File: src/mclp_pkg.sv
// Types, constants and character helpers for the motion command line parser.
// No dependencies; imported by every module of the block.
`timescale 1ns / 1ps
`default_nettype none

package mclp_pkg;

    typedef enum logic [3:0] {
        PH_TOK0  = 4'd0,
        PH_TOK1  = 4'd1,
        PH_WS1   = 4'd2,
        PH_SIGN1 = 4'd3,
        PH_DIG1  = 4'd4,
        PH_WS2   = 4'd5,
        PH_SIGN2 = 4'd6,
        PH_DIG2  = 4'd7,
        PH_DONE  = 4'd8,
        PH_FAIL  = 4'd15
    } phase_t;

    localparam logic [1:0] KIND_STOP      = 2'd0;
    localparam logic [1:0] KIND_HEARTBEAT = 2'd1;
    localparam logic [1:0] KIND_MOVE      = 2'd2;
    localparam logic [1:0] KIND_TURN      = 2'd3;

    localparam logic [7:0] CH_NUL   = 8'h00;
    localparam logic [7:0] CH_SPACE = 8'h20;
    localparam logic [7:0] CH_TAB   = 8'h09;
    localparam logic [7:0] CH_CR    = 8'h0D;
    localparam logic [7:0] CH_PLUS  = 8'h2B;
    localparam logic [7:0] CH_MINUS = 8'h2D;
    localparam logic [7:0] CH_ZERO  = 8'h30;
    localparam logic [7:0] CH_NINE  = 8'h39;
    localparam logic [7:0] CH_S     = 8'h53;
    localparam logic [7:0] CH_H     = 8'h48;
    localparam logic [7:0] CH_B     = 8'h42;
    localparam logic [7:0] CH_F     = 8'h46;
    localparam logic [7:0] CH_T     = 8'h54;
    localparam logic [7:0] CH_L     = 8'h4C;
    localparam logic [7:0] CH_R     = 8'h52;

    typedef struct packed {
        phase_t      phase;
        logic        neg;
        logic [31:0] first_num;
        logic [31:0] second_num;
        logic [1:0]  pos;
        logic [7:0]  first_char;
        logic [7:0]  second_char;
        logic        trimmed;
        logic        content_ended;
    } scan_state_t;

    // ok sits in the lowest bit
    typedef struct packed {
        logic [31:0] speed;
        logic [31:0] amount;
        logic        direction;
        logic [1:0]  kind;
        logic        ok;
    } result_t;

    function automatic logic is_ws(input logic [7:0] b);
        return (b == CH_SPACE) || (b >= CH_TAB && b <= CH_CR);
    endfunction

    function automatic logic is_dig(input logic [7:0] b);
        return (b >= CH_ZERO) && (b <= CH_NINE);
    endfunction

endpackage

`default_nettype wire

File: src/mclp_scanner.sv
// Byte scanner: token, sign and decimal accumulator state for one line.
// Depends on mclp_pkg; gives the post-byte state view to the decoder.
`timescale 1ns / 1ps
`default_nettype none

module mclp_scanner (
    input  wire                     aclk,
    input  wire                     aresetn,
    input  wire                     step_i,
    input  wire [7:0]               byte_i,
    input  wire                     last_i,
    output mclp_pkg::scan_state_t   view_o
);
    import mclp_pkg::*;

    scan_state_t state_reg;
    scan_state_t state_next;

    logic        ws;
    logic        dig;
    logic        sgn;
    logic        neg_b;
    logic [31:0] dval;

    function automatic logic [31:0] add_digit(input logic [31:0] m, input logic [31:0] d);
        logic [35:0] v;
        v = {1'b0, m, 3'b000} + {3'b000, m, 1'b0} + {4'b0000, d};
        if (v > 36'h080000000) begin
            v = 36'h080000000;
        end
        return v[31:0];
    endfunction

    function automatic logic [31:0] finish_num(input logic [31:0] m, input logic neg);
        logic [31:0] r;
        if (neg) begin
            r = 32'd0 - m;
        end else if (m > 32'h7FFFFFFF) begin
            r = 32'h7FFFFFFF;
        end else begin
            r = m;
        end
        return r;
    endfunction

    always_comb begin
        state_next = state_reg;
        ws    = is_ws(byte_i);
        dig   = is_dig(byte_i);
        sgn   = (byte_i == CH_PLUS) || (byte_i == CH_MINUS);
        neg_b = (byte_i == CH_MINUS);
        dval  = {28'd0, byte_i[3:0]};
        if (!state_reg.content_ended) begin
            if (byte_i == CH_NUL) begin
                state_next.content_ended = 1'b1;
            end else begin
                case (state_reg.pos)
                    2'd0: begin
                        state_next.first_char = byte_i;
                        state_next.pos        = 2'd1;
                    end
                    2'd1: begin
                        state_next.second_char = byte_i;
                        state_next.pos         = 2'd2;
                    end
                    default: ;
                endcase
                if (!ws) begin
                    state_next.trimmed = 1'b1;
                end
                case (state_reg.phase)
                    PH_TOK0: begin
                        if (!ws) state_next.phase = PH_TOK1;
                    end
                    PH_TOK1: begin
                        state_next.phase = PH_WS1;
                    end
                    PH_WS1: begin
                        if (!ws) begin
                            if (sgn) begin
                                state_next.neg       = neg_b;
                                state_next.first_num = 32'd0;
                                state_next.phase     = PH_SIGN1;
                            end else if (dig) begin
                                state_next.neg       = 1'b0;
                                state_next.first_num = dval;
                                state_next.phase     = PH_DIG1;
                            end else begin
                                state_next.phase = PH_FAIL;
                            end
                        end
                    end
                    PH_SIGN1: begin
                        if (dig) begin
                            state_next.first_num = dval;
                            state_next.phase     = PH_DIG1;
                        end else begin
                            state_next.phase = PH_FAIL;
                        end
                    end
                    PH_DIG1: begin
                        if (dig) begin
                            state_next.first_num = add_digit(state_reg.first_num, dval);
                        end else begin
                            state_next.first_num = finish_num(state_reg.first_num,
                                                              state_reg.neg);
                            if (ws) begin
                                state_next.phase = PH_WS2;
                            end else if (sgn) begin
                                state_next.neg        = neg_b;
                                state_next.second_num = 32'd0;
                                state_next.phase      = PH_SIGN2;
                            end else begin
                                state_next.phase = PH_FAIL;
                            end
                        end
                    end
                    PH_WS2: begin
                        if (!ws) begin
                            if (sgn) begin
                                state_next.neg        = neg_b;
                                state_next.second_num = 32'd0;
                                state_next.phase      = PH_SIGN2;
                            end else if (dig) begin
                                state_next.neg        = 1'b0;
                                state_next.second_num = dval;
                                state_next.phase      = PH_DIG2;
                            end else begin
                                state_next.phase = PH_FAIL;
                            end
                        end
                    end
                    PH_SIGN2: begin
                        if (dig) begin
                            state_next.second_num = dval;
                            state_next.phase      = PH_DIG2;
                        end else begin
                            state_next.phase = PH_FAIL;
                        end
                    end
                    PH_DIG2: begin
                        if (dig) begin
                            state_next.second_num = add_digit(state_reg.second_num, dval);
                        end else begin
                            state_next.second_num = finish_num(state_reg.second_num,
                                                               state_reg.neg);
                            state_next.phase      = PH_DONE;
                        end
                    end
                    PH_DONE: ;
                    default: begin
                        state_next.phase = PH_FAIL;
                    end
                endcase
            end
        end
        // close a second number still open at the end of the line
        if (last_i && state_next.phase == PH_DIG2) begin
            state_next.second_num = finish_num(state_next.second_num, state_next.neg);
            state_next.phase      = PH_DONE;
        end
    end

    always_ff @(posedge aclk) begin
        if (!aresetn || (step_i && last_i)) begin
            state_reg <= '0;
        end else if (step_i) begin
            state_reg <= state_next;
        end
    end

    assign view_o = state_next;

endmodule

`default_nettype wire

File: src/mclp_decoder.sv
// Command decoder: maps the end-of-line scanner state to one result item.
// Depends on mclp_pkg; purely combinational.
`timescale 1ns / 1ps
`default_nettype none

module mclp_decoder (
    input  wire mclp_pkg::scan_state_t view_i,
    output mclp_pkg::result_t          result_o
);
    import mclp_pkg::*;

    logic has2;
    logic nums_ok;

    always_comb begin
        result_o = '0;
        has2     = view_i.pos[1];
        nums_ok  = (view_i.phase == PH_DONE);
        if (view_i.trimmed) begin
            if (view_i.first_char == CH_S && (!has2 || is_ws(view_i.second_char))) begin
                result_o.ok   = 1'b1;
                result_o.kind = KIND_STOP;
            end else if (view_i.first_char == CH_H && has2 && view_i.second_char == CH_B) begin
                result_o.ok   = 1'b1;
                result_o.kind = KIND_HEARTBEAT;
            end else if (view_i.first_char == CH_F || view_i.first_char == CH_B) begin
                if (nums_ok) begin
                    result_o.ok        = 1'b1;
                    result_o.kind      = KIND_MOVE;
                    result_o.direction = (view_i.first_char == CH_F);
                    result_o.amount    = view_i.first_num;
                    result_o.speed     = view_i.second_num;
                end
            end else if (view_i.first_char == CH_T && has2 &&
                         (view_i.second_char == CH_L || view_i.second_char == CH_R)) begin
                if (nums_ok) begin
                    result_o.ok        = 1'b1;
                    result_o.kind      = KIND_TURN;
                    result_o.direction = (view_i.second_char == CH_L);
                    result_o.amount    = view_i.first_num;
                    result_o.speed     = view_i.second_num;
                end
            end
        end
    end

endmodule

`default_nettype wire

File: src/motion_command_line_parser.sv
// A line's result item is registered as its last byte leaves the input register.
// Throughput: one byte item per cycle; stalls only while a result waits on m_tready.
// The scanner state update and decode sit between the input and result registers.
// Reset (aresetn low, synchronous) empties both registers and returns the scanner
// to the start of a line; scanner state also clears after each line.
// Depends on mclp_pkg, mclp_scanner and mclp_decoder.
`timescale 1ns / 1ps
`default_nettype none

module motion_command_line_parser (
    input  wire         aclk,
    input  wire         aresetn,
    input  wire         s_tvalid,
    output logic        s_tready,
    input  wire  [7:0]  s_tdata,   // [7:0] line_byte
    input  wire         s_tlast,   // line_end
    output logic        m_tvalid,
    input  wire         m_tready,
    output logic [71:0] m_tdata    // [0] ok, [2:1] kind, [3] direction,
                                   // [35:4] amount, [67:36] speed, rest zero
);
    import mclp_pkg::*;

    logic        in_valid_reg;
    logic [7:0]  in_byte_reg;
    logic        in_last_reg;
    logic        out_valid_reg;
    result_t     out_data_reg;
    logic        adv;
    scan_state_t view;
    result_t     res;

    assign adv      = in_valid_reg && (!in_last_reg || !out_valid_reg || m_tready);
    assign s_tready = !in_valid_reg || adv;

    always_ff @(posedge aclk) begin
        if (!aresetn) begin
            in_valid_reg <= 1'b0;
        end else if (s_tvalid && s_tready) begin
            in_valid_reg <= 1'b1;
        end else if (adv) begin
            in_valid_reg <= 1'b0;
        end
    end

    always_ff @(posedge aclk) begin
        if (s_tvalid && s_tready) begin
            in_byte_reg <= s_tdata;
            in_last_reg <= s_tlast;
        end
    end

    mclp_scanner u_scanner (
        .aclk    (aclk),
        .aresetn (aresetn),
        .step_i  (adv),
        .byte_i  (in_byte_reg),
        .last_i  (in_last_reg),
        .view_o  (view)
    );

    mclp_decoder u_decoder (
        .view_i   (view),
        .result_o (res)
    );

    always_ff @(posedge aclk) begin
        if (!aresetn) begin
            out_valid_reg <= 1'b0;
        end else if (adv && in_last_reg) begin
            out_valid_reg <= 1'b1;
        end else if (m_tready) begin
            out_valid_reg <= 1'b0;
        end
    end

    always_ff @(posedge aclk) begin
        if (adv && in_last_reg) begin
            out_data_reg <= res;
        end
    end

    assign m_tvalid = out_valid_reg;
    assign m_tdata  = {4'd0, out_data_reg};

`ifndef SYNTHESIS
    a_last_gives_result: assert property (@(posedge aclk) disable iff (!aresetn)
        adv && in_last_reg |=> m_tvalid)
        else $error("line end did not produce a result item");

    a_no_invented_result: assert property (@(posedge aclk) disable iff (!aresetn)
        m_tvalid && m_tready && !(adv && in_last_reg) |=> !m_tvalid)
        else $error("result item appeared without a line end");

    a_fail_zeroed: assert property (@(posedge aclk) disable iff (!aresetn)
        m_tvalid && !out_data_reg.ok |-> out_data_reg.kind == KIND_STOP &&
        !out_data_reg.direction && out_data_reg.amount == 32'd0 &&
        out_data_reg.speed == 32'd0)
        else $error("failed line carries nonzero fields");

    a_no_stall_on_byte: assert property (@(posedge aclk) disable iff (!aresetn)
        in_valid_reg && !in_last_reg |-> adv)
        else $error("mid-line byte stalled");
`endif

endmodule

`default_nettype wire
File: config.mk
export PLATFORM = sky130hd
export DESIGN_NAME = motion_command_line_parser
export DESIGN_NICKNAME = d
export VERILOG_FILES = /design/src/mclp_pkg.sv /design/src/mclp_scanner.sv /design/src/mclp_decoder.sv /design/src/motion_command_line_parser.sv
export SDC_FILE = /design/constraint.sdc
export NUM_CORES = 1
export LEC_CHECK = 0
export BUFFER_PORTS_ARGS = -buffer_cell sky130_fd_sc_hd__buf_2
export CORE_MARGIN = 3
export CORE_UTILIZATION = 44
export DETAILED_ROUTE_END_ITERATION = 8
export GPL_ROUTABILITY_DRIVEN = 0
export PLACE_DENSITY = 0.68
export SETUP_SLACK_MARGIN = 0.3
export SYNTH_ARGS = -nofsm -noshare
export SYNTH_HDL_FRONTEND = slang
export SYNTH_SLANG_ARGS = --single-unit
File: constraint.sdc
create_clock -name aclk -period 8.4 [get_ports aclk]
set_input_delay 0.84 -clock aclk [delete_from_list [all_inputs] [get_ports aclk]]
set_output_delay 0.84 -clock aclk [all_outputs]
set_load 0.01 [all_outputs]
==> PnR_summary.wiki, run 1 <==
{| class="wikitable"
! Metric !! Value
|-
| First-pass GRT wire length || roughly 90000 um
|-
| Status || completed
|-
| Number of filler cells placed in the layout || approximately 3700
|-
| Count of pins over their slew limit || 0
|-
| Async set or reset register ratio after synthesis || 0
|-
| Number of nets with antenna violations after detailed routing || 0
|-
| Fin crit period || approximately 7.5 ns
|-
| Average detailed-routed wire length per instance || around 21 um
|-
| Number of standard-cell rows in the floorplan || 71
|-
| DPL Wire Length || around 40000 um
|-
| I/O pin cnt || 87
|-
| Leading post-synthesis cells by cell area || edfxtp_1, dfxtp_1, ha_1
|-
| Synth Warn # || 0
|-
| Clock Pin Slew Worst Setup and Hold Paths || ~0.08 ns
|-
| Internal || between 1 and 1.5 mW
|-
| RSZ-0062 raised after global routing || false
|-
| Post-cts gate resize count || 0
|-
| Sw Pwr || 513 uW
|-
| Total of flip-flops plus latches after synthesis || 168
|-
| Antenna violations before repair || 0
|-
| Area enclosed by the die boundary || roughly 0.041 mm2
|-
| Worst Clk Skew || around 0.014 ns
|-
| First-pass iteration count of the detailed router || 6
|-
| Portion of total power attributed to combinational logic || 0.095
|-
| Cell at the root of the clock tree || clkbuf_16
|-
| CP dominant cell by count || inv_1
|-
| Most common cell in the synthesized netlist || nand2_1
|-
| Hold-fix buffer count after cts || 0
|-
| Max incr delay on CP || roughly 0.7 ns
|-
| GRT Overall Usage || 0.271
|-
| Worst slew margin || 0.170
|-
| Starting density of the core || 0.447
|-
| Setup TNS after final layout || 0 ns
|-
| Worst hold-check path type || reg2reg
|-
| Max reg flops || between 80 and 90
|-
| CP Max Fanout || 16
|-
| Critical Path Slowest Stage Cell || o21ai_2
|-
| Antenna diode count || 0
|-
| Metal2 WL || around 25000 um
|-
| Clock H-tree levels || 4
|-
| Area Overhead vs Synth || 7.20%
|-
| Worst ir drop on vdd || approximately 0.13 mV
|-
| Routed vias || 17900
|-
| Library cell occupying the most area in the post-synthesis netlist || edfxtp_1
|-
| Crit. End Element || flip-flop
|-
| Count of buffer and inverter cells on the critical path || 4
|-
| Leakage component of the power || about 7.6 nW
|-
| # Max-Cap Violations || 0
|-
| Switching share of total power || 0.277
|-
| Largest net degree at the start of global routing || between 70 and 80
|-
| Critical Path Start Type || flip-flop
|-
| Post-route fraction of the period consumed by the critical path || 0.894
|-
| Final Hold Vio Count || 0
|-
| Clock power share || 0.432
|-
| Kind of cell with the highest combined delay on the critical path || compound AO/OA/AOI/OAI gates
|-
| Die outline width || 202 um
|-
| Leftover overflow at the end of global routing || 0
|-
| Register Area || a little over 0.004 mm2
|-
| Power density cells || roughly 100 mW/mm2
|-
| Area occupied by multi-input gates || about 0.012 mm2
|-
| Die Ht || a little over 200 um
|-
| Cell area after technology mapping || 0.0168 mm2
|-
| Number of buffers added for setup after CTS || 0
|-
| Type of the worst setup path || reg2reg
|-
| Mean area per synthesized cell || between 7 and 8 um2
|-
| Main synth FF type || dfxtp_1
|-
| Floorplan core area || roughly 0.038 mm2
|-
| Drt initial violations || 2277
|-
| Proportion of netlist area held by the largest area contributor || 0.137
|-
| Final setup viols || 0
|-
| Fraction of the yosys area taken by sequential cells || 0.245
|-
| Topmost layer with routed signal wires || met4
|-
| Met3 routed wirelength || between 6000 and 7000 um
|-
| Top achievable clock speed || approximately 130 MHz
|-
| Number of library cell types mapped by synthesis || 103
|-
| Most used standard cells in the synthesized netlist || nand2_1, a21oi_1, nor2_1
|-
| CTS tree || done
|-
| DRC violations left || 0
|-
| Number of clock sinks seen by CTS || around 170
|-
| Detailed-route vias per instance || between 6 and 7
|-
| Number of flops mapped to enable cells by yosys || 77
|-
| Final core utilization || 0.480
|-
| TritonCTS Buffers || 17
|-
| R2R setup slack || 0.89 ns
|-
| Share of cells above drive strength 1 || 0.0927
|-
| Data required, critical path || a little under 9 ns
|-
| Metal-1 WL || between 20000 and 25000 um
|-
| Net count of the finished layout || about 2300
|-
| Share of total power in sequential cells || 0.474
|-
| Data arrival time at the worst-slack endpoint || between 7 and 8 ns
|-
| Buffer depth of the longest clock path || 2
|-
| Worst-margin pin slew || about 1.2 ns
|-
| Post-synthesis cell count || roughly 2200
|-
| Insertion delay to the later sink of the worst-skew pair || around 0.45 ns
|-
| Via count of the first global-routing pass || approximately 17000
|-
| Total routed wirelength || between 50000 and 60000 um
|-
| # port buffers || 82
|}
-- layout by cell type (no fill, tap or decap), types with 28 or more instances in the layout --
cell type	count
nand2_1	226
a21oi_1	197
nor2_1	173
o21ai_0	153
ha_1	131
dfxtp_1	90
buf_2	82
edfxtp_1	77
nor3_1	71
nand3_1	68
inv_1	50
a21o_1	46
a211oi_1	46
o211ai_1	38
o21a_1	32
a31oi_1	29
nand2b_1	28
-- worst paths after layout --
check | start | end | cells after the start
worst max-delay path | u_scanner.state_reg[22]$_SDFFE_PP0P_ | m_tdata[64]$_SDFFCE_PP0P_ | 26
worst min-delay path | u_scanner.state_reg[17]$_SDFFE_PP0P_ | u_scanner.state_reg[17]$_SDFFE_PP0P_ | 2
worst max register to register | u_scanner.state_reg[22]$_SDFFE_PP0P_ | m_tdata[64]$_SDFFCE_PP0P_ | 26
worst min register to register | u_scanner.state_reg[17]$_SDFFE_PP0P_ | u_scanner.state_reg[17]$_SDFFE_PP0P_ | 2
-- final cells by class --
cell class	instances	share of cell area
Clock inverter	14	0.00762
Timing Repair Buffer	107	0.0331
Multi-Input combinational cell	1822	0.660
Clock buffer	18	0.0243
Sequential cell	168	0.229
Tap cell	511	0.0354
Inverter	50	0.0104
-- per-stage QoR --
stage | instances | total power, mW | hold slack [ns] | instance area (um2) | worst slack (ns)
after floorplan | 2194 | 1.01 | 0.432 | 16900 | 2.36
after global placement | 2658 | 1.06 | 0.440 | 17500 | 1.35
after detailed placement | 2658 | 1.07 | 0.450 | 17500 | 1.14
after CTS | 2690 | 1.86 | 0.460 | 18100 | 1.12
after global routing | 2690 | 1.91 | 0.490 | 18100 | 0.413
final | 2690 | 1.85 | 0.465 | 18100 | 0.887
-- tightest hold or removal path: stages, from the launching register on --
cell and delay (ns):
dfxtp_1 0.32, nand2_1 0.05, a21oi_1 0.05
-- power groups by stage --
stage	logic, mW	clock network (mW)	registers (mW)
floorplan	0.118	0	0.895
global placement	0.169	0	0.896
detailed placement	0.171	0	0.896
CTS	0.172	0.807	0.878
global route	0.189	0.839	0.880
finish	0.176	0.800	0.878
-- cells by family (layout without fill, tap and decap cells) --
family,after synthesis,after routing,share of synthesized area
AO/OA/AOI/OAI,799,799,0.319
AND/OR/NAND/NOR,798,798,0.236
buffers and inverters,204,189,0.0487
flip-flops,168,168,0.245
adder cells (fa/ha/maj),135,135,0.102
XOR/XNOR,49,49,0.0255
multiplexers,37,37,0.0231
other,1,4,0.000223
-- metal layers --
layer	track usage	vias up
li1	-	8285
met1	0.380	8399
met2	0.410	1032
met3	0.0624	164
met4	0.0927	0
met5	0	-
Note: power is estimated with default switching activity, not from simulation.
==> run 2, diff against run 1 <==
--- a/config.mk
+++ b/config.mk
@@ -5,7 +5,7 @@
 export SDC_FILE = /design/constraint.sdc
 export NUM_CORES = 1
 export LEC_CHECK = 0
-export BUFFER_PORTS_ARGS = -buffer_cell sky130_fd_sc_hd__buf_2
+export BUFFER_PORTS_ARGS = -buffer_cell sky130_fd_sc_hd__buf_4
 export CORE_MARGIN = 3
 export CORE_UTILIZATION = 44
 export DETAILED_ROUTE_END_ITERATION = 8
==> run 2 against run 1 <==
Non-clock buffer count unchanged. First-iteration DRC count decreased by 4.2%. Utilization increased by 0.57 points. Die area unchanged. Register-to-register slack got worse by 0.02 ns. Clock-buffer cell count decreased by 1.
==> PnR_summary.wiki, run 2 (same netlist as run 1, synthesis figures left out) <==
{| class="wikitable"
! Metric !! Value
|-
| Status || completed
|-
| Share of total power in sequential cells || 0.468
|-
| Area Overhead vs Synth || 8.47%
|-
| Worst slew margin || 0.151
|-
| Number of buffers added for setup after CTS || 0
|-
| Insertion delay to the later sink of the worst-skew pair || ~0.45 ns
|-
| Type of the worst setup path || reg2reg
|-
| Clock H-tree levels || 4
|-
| Final core utilization || 0.485
|-
| Most common cell after layout, fill and taps aside || nand2_1
|-
| Die outline width || around 200 um
|-
| Cells after DPL || between 2000 and 3000
|-
| Leakage component of the power || 7.69 nW
|-
| TritonCTS Buffers || 17
|-
| First-pass GRT wire length || around 91000 um
|-
| # port buffers || 82
|-
| Clock power share || 0.435
|-
| Count of buffer and inverter cells on the critical path || 4
|-
| Clock Pin Slew Worst Setup and Hold Paths || ~0.080 ns
|-
| RSZ-0062 raised after global routing || false
|-
| Number of cells in the finished layout apart from fillers || roughly 2700
|-
| Number of standard-cell rows in the floorplan || 71
|-
| CP Max Fanout || 16
|-
| Data required, critical path || 8.71 ns
|-
| I/O pin cnt || 87
|-
| Portion of total power attributed to combinational logic || 0.097
|-
| CP dominant cell by count || inv_1
|-
| Worst hold margin || 0.462 ns
|-
| Post-route fraction of the period consumed by the critical path || 0.897
|-
| DRC violations left || 0
|-
| Average detailed-routed wire length per instance || around 21 um
|-
| Final instance area || ~0.018 mm2
|-
| Total placed instance area || between 0.015 and 0.02 mm2
|-
| Critical Path Slowest Stage Cell || o21ai_2
|-
| Data arrival time at the worst-slack endpoint || between 7 and 8 ns
|-
| Buffer depth of the longest clock path || 2
|-
| Via count of the first global-routing pass || 16500
|-
| Count of pins over their slew limit || 0
|-
| Routed vias || 17900
|-
| Net count of the finished layout || approximately 2300
|-
| Post-Place Setup Slack || approximately 1.2 ns
|-
| CTS tree || done
|-
| Worst hold-check path type || reg2reg
|-
| Detailed-route vias per instance || 6.66
|-
| Fin crit period || roughly 7.5 ns
|-
| Final setup viols || 0
|-
| Critical Path Start Type || flip-flop
|-
| Worst Clk Skew || between 0.01 and 0.015 ns
|-
| Post-cts gate resize count || 0
|-
| GRT Overall Usage || 0.273
|-
| Floorplan core area || between 0.03 and 0.04 mm2
|-
| First-pass iteration count of the detailed router || 8
|-
| Worst path setup slack after routing || 0.865 ns
|-
| Total routed wirelength || 57500 um
|-
| Sw Pwr || 530 uW
|-
| Cell at the root of the clock tree || clkbuf_16
|-
| Antenna violations before repair || 0
|-
| Max reg flops || a little under 90
|-
| DPL Wire Length || about 41000 um
|-
| Worst-margin pin slew || 1.26 ns
|-
| Number of nets with antenna violations after detailed routing || 0
|-
| Total power || 1.88 mW
|-
| Commonest cells after routing, fill and taps aside || nand2_1, a21oi_1, nor2_1, o21ai_0, ha_1
|-
| Setup TNS after final layout || 0 ns
|-
| Worst ir drop on vdd || ~0.13 mV
|-
| Drt initial violations || between 2000 and 2500
|-
| Leftover overflow at the end of global routing || 0
|-
| Power density cells || approximately 100 mW/mm2
|-
| # Max-Cap Violations || 0
|-
| Largest net degree at the start of global routing || between 70 and 80
|-
| Area enclosed by the die boundary || approximately 0.04 mm2
|-
| Number of clock sinks seen by CTS || roughly 170
|-
| Internal || ~1.3 mW
|-
| Kind of cell with the highest combined delay on the critical path || compound AO/OA/AOI/OAI gates
|-
| Final Hold Vio Count || 0
|-
| Share of cells above drive strength 1 || 0.0927
|-
| Max incr delay on CP || roughly 0.7 ns
|-
| Die Ht || between 200 and 250 um
|-
| Switching share of total power || 0.282
|-
| Hold-fix buffer count after cts || 0
|-
| Crit. End Element || flip-flop
|-
| Top achievable clock speed || about 130 MHz
|-
| Starting density of the core || 0.447
|}
## run 2: cell types whose count changed in the layout (fill, tap and decap cells not counted), sizes merged
cell      previous run  this run
clkbuf              18        17
clkinvlp             2         1
diode                0         1
clkinv               6         2
inv                 55        61
## run 2: power by group through the flow
stage	sequential, mW	clock, mW	combinational [mW]
detailed placement	0.897	0	0.177
finish	0.879	0.816	0.181
CTS	0.878	0.827	0.178
global route	0.880	0.860	0.195
floorplan	0.895	0	0.118
global placement	0.896	0	0.175
## run 2: tightest hold or removal path, stage by stage (launching register included)
cell and delay (ns):
dfxtp_1 0.31, nand2_1 0.05, a21oi_1 0.05
## run 2: final cells by class
cell class | count | area [um2]
Timing Repair Buffer | 107 | 803
Inverter | 50 | 188
Fill cell | 3696 | 19400
Tap cell | 511 | 639
Antenna cell | 1 | 2.50
Multi-Input combinational cell | 1822 | 11900
Sequential cell | 168 | 4140
Clock inverter | 15 | 158
Clock buffer | 17 | 425
## run 2: path summary, 6_finish.rpt
path / end / start / slack (ns) / cells past startpoint
setup reg to reg: m_tdata[64]$_SDFFCE_PP0P_ / u_scanner.state_reg[22]$_SDFFE_PP0P_ / 0.86 / 26
setup / recovery: m_tdata[64]$_SDFFCE_PP0P_ / u_scanner.state_reg[22]$_SDFFE_PP0P_ / 0.86 / 26
hold / removal: u_scanner.state_reg[17]$_SDFFE_PP0P_ / u_scanner.state_reg[17]$_SDFFE_PP0P_ / 0.46 / 2
hold reg to reg: u_scanner.state_reg[17]$_SDFFE_PP0P_ / u_scanner.state_reg[17]$_SDFFE_PP0P_ / 0.46 / 2
## run 2: layer usage
metal / vias up / global-route usage / wire length [um] / part of all wire
met1: 8413 / 0.387 / 25200 / 0.44
met2: 1036 / 0.413 / 24600 / 0.43
met4: 0 / 0.100 / 1900 / 0.033
li1: 8308 / - / - / -
met3: 167 / 0.0505 / 5830 / 0.10
met5: - / 0 / 0 / 0
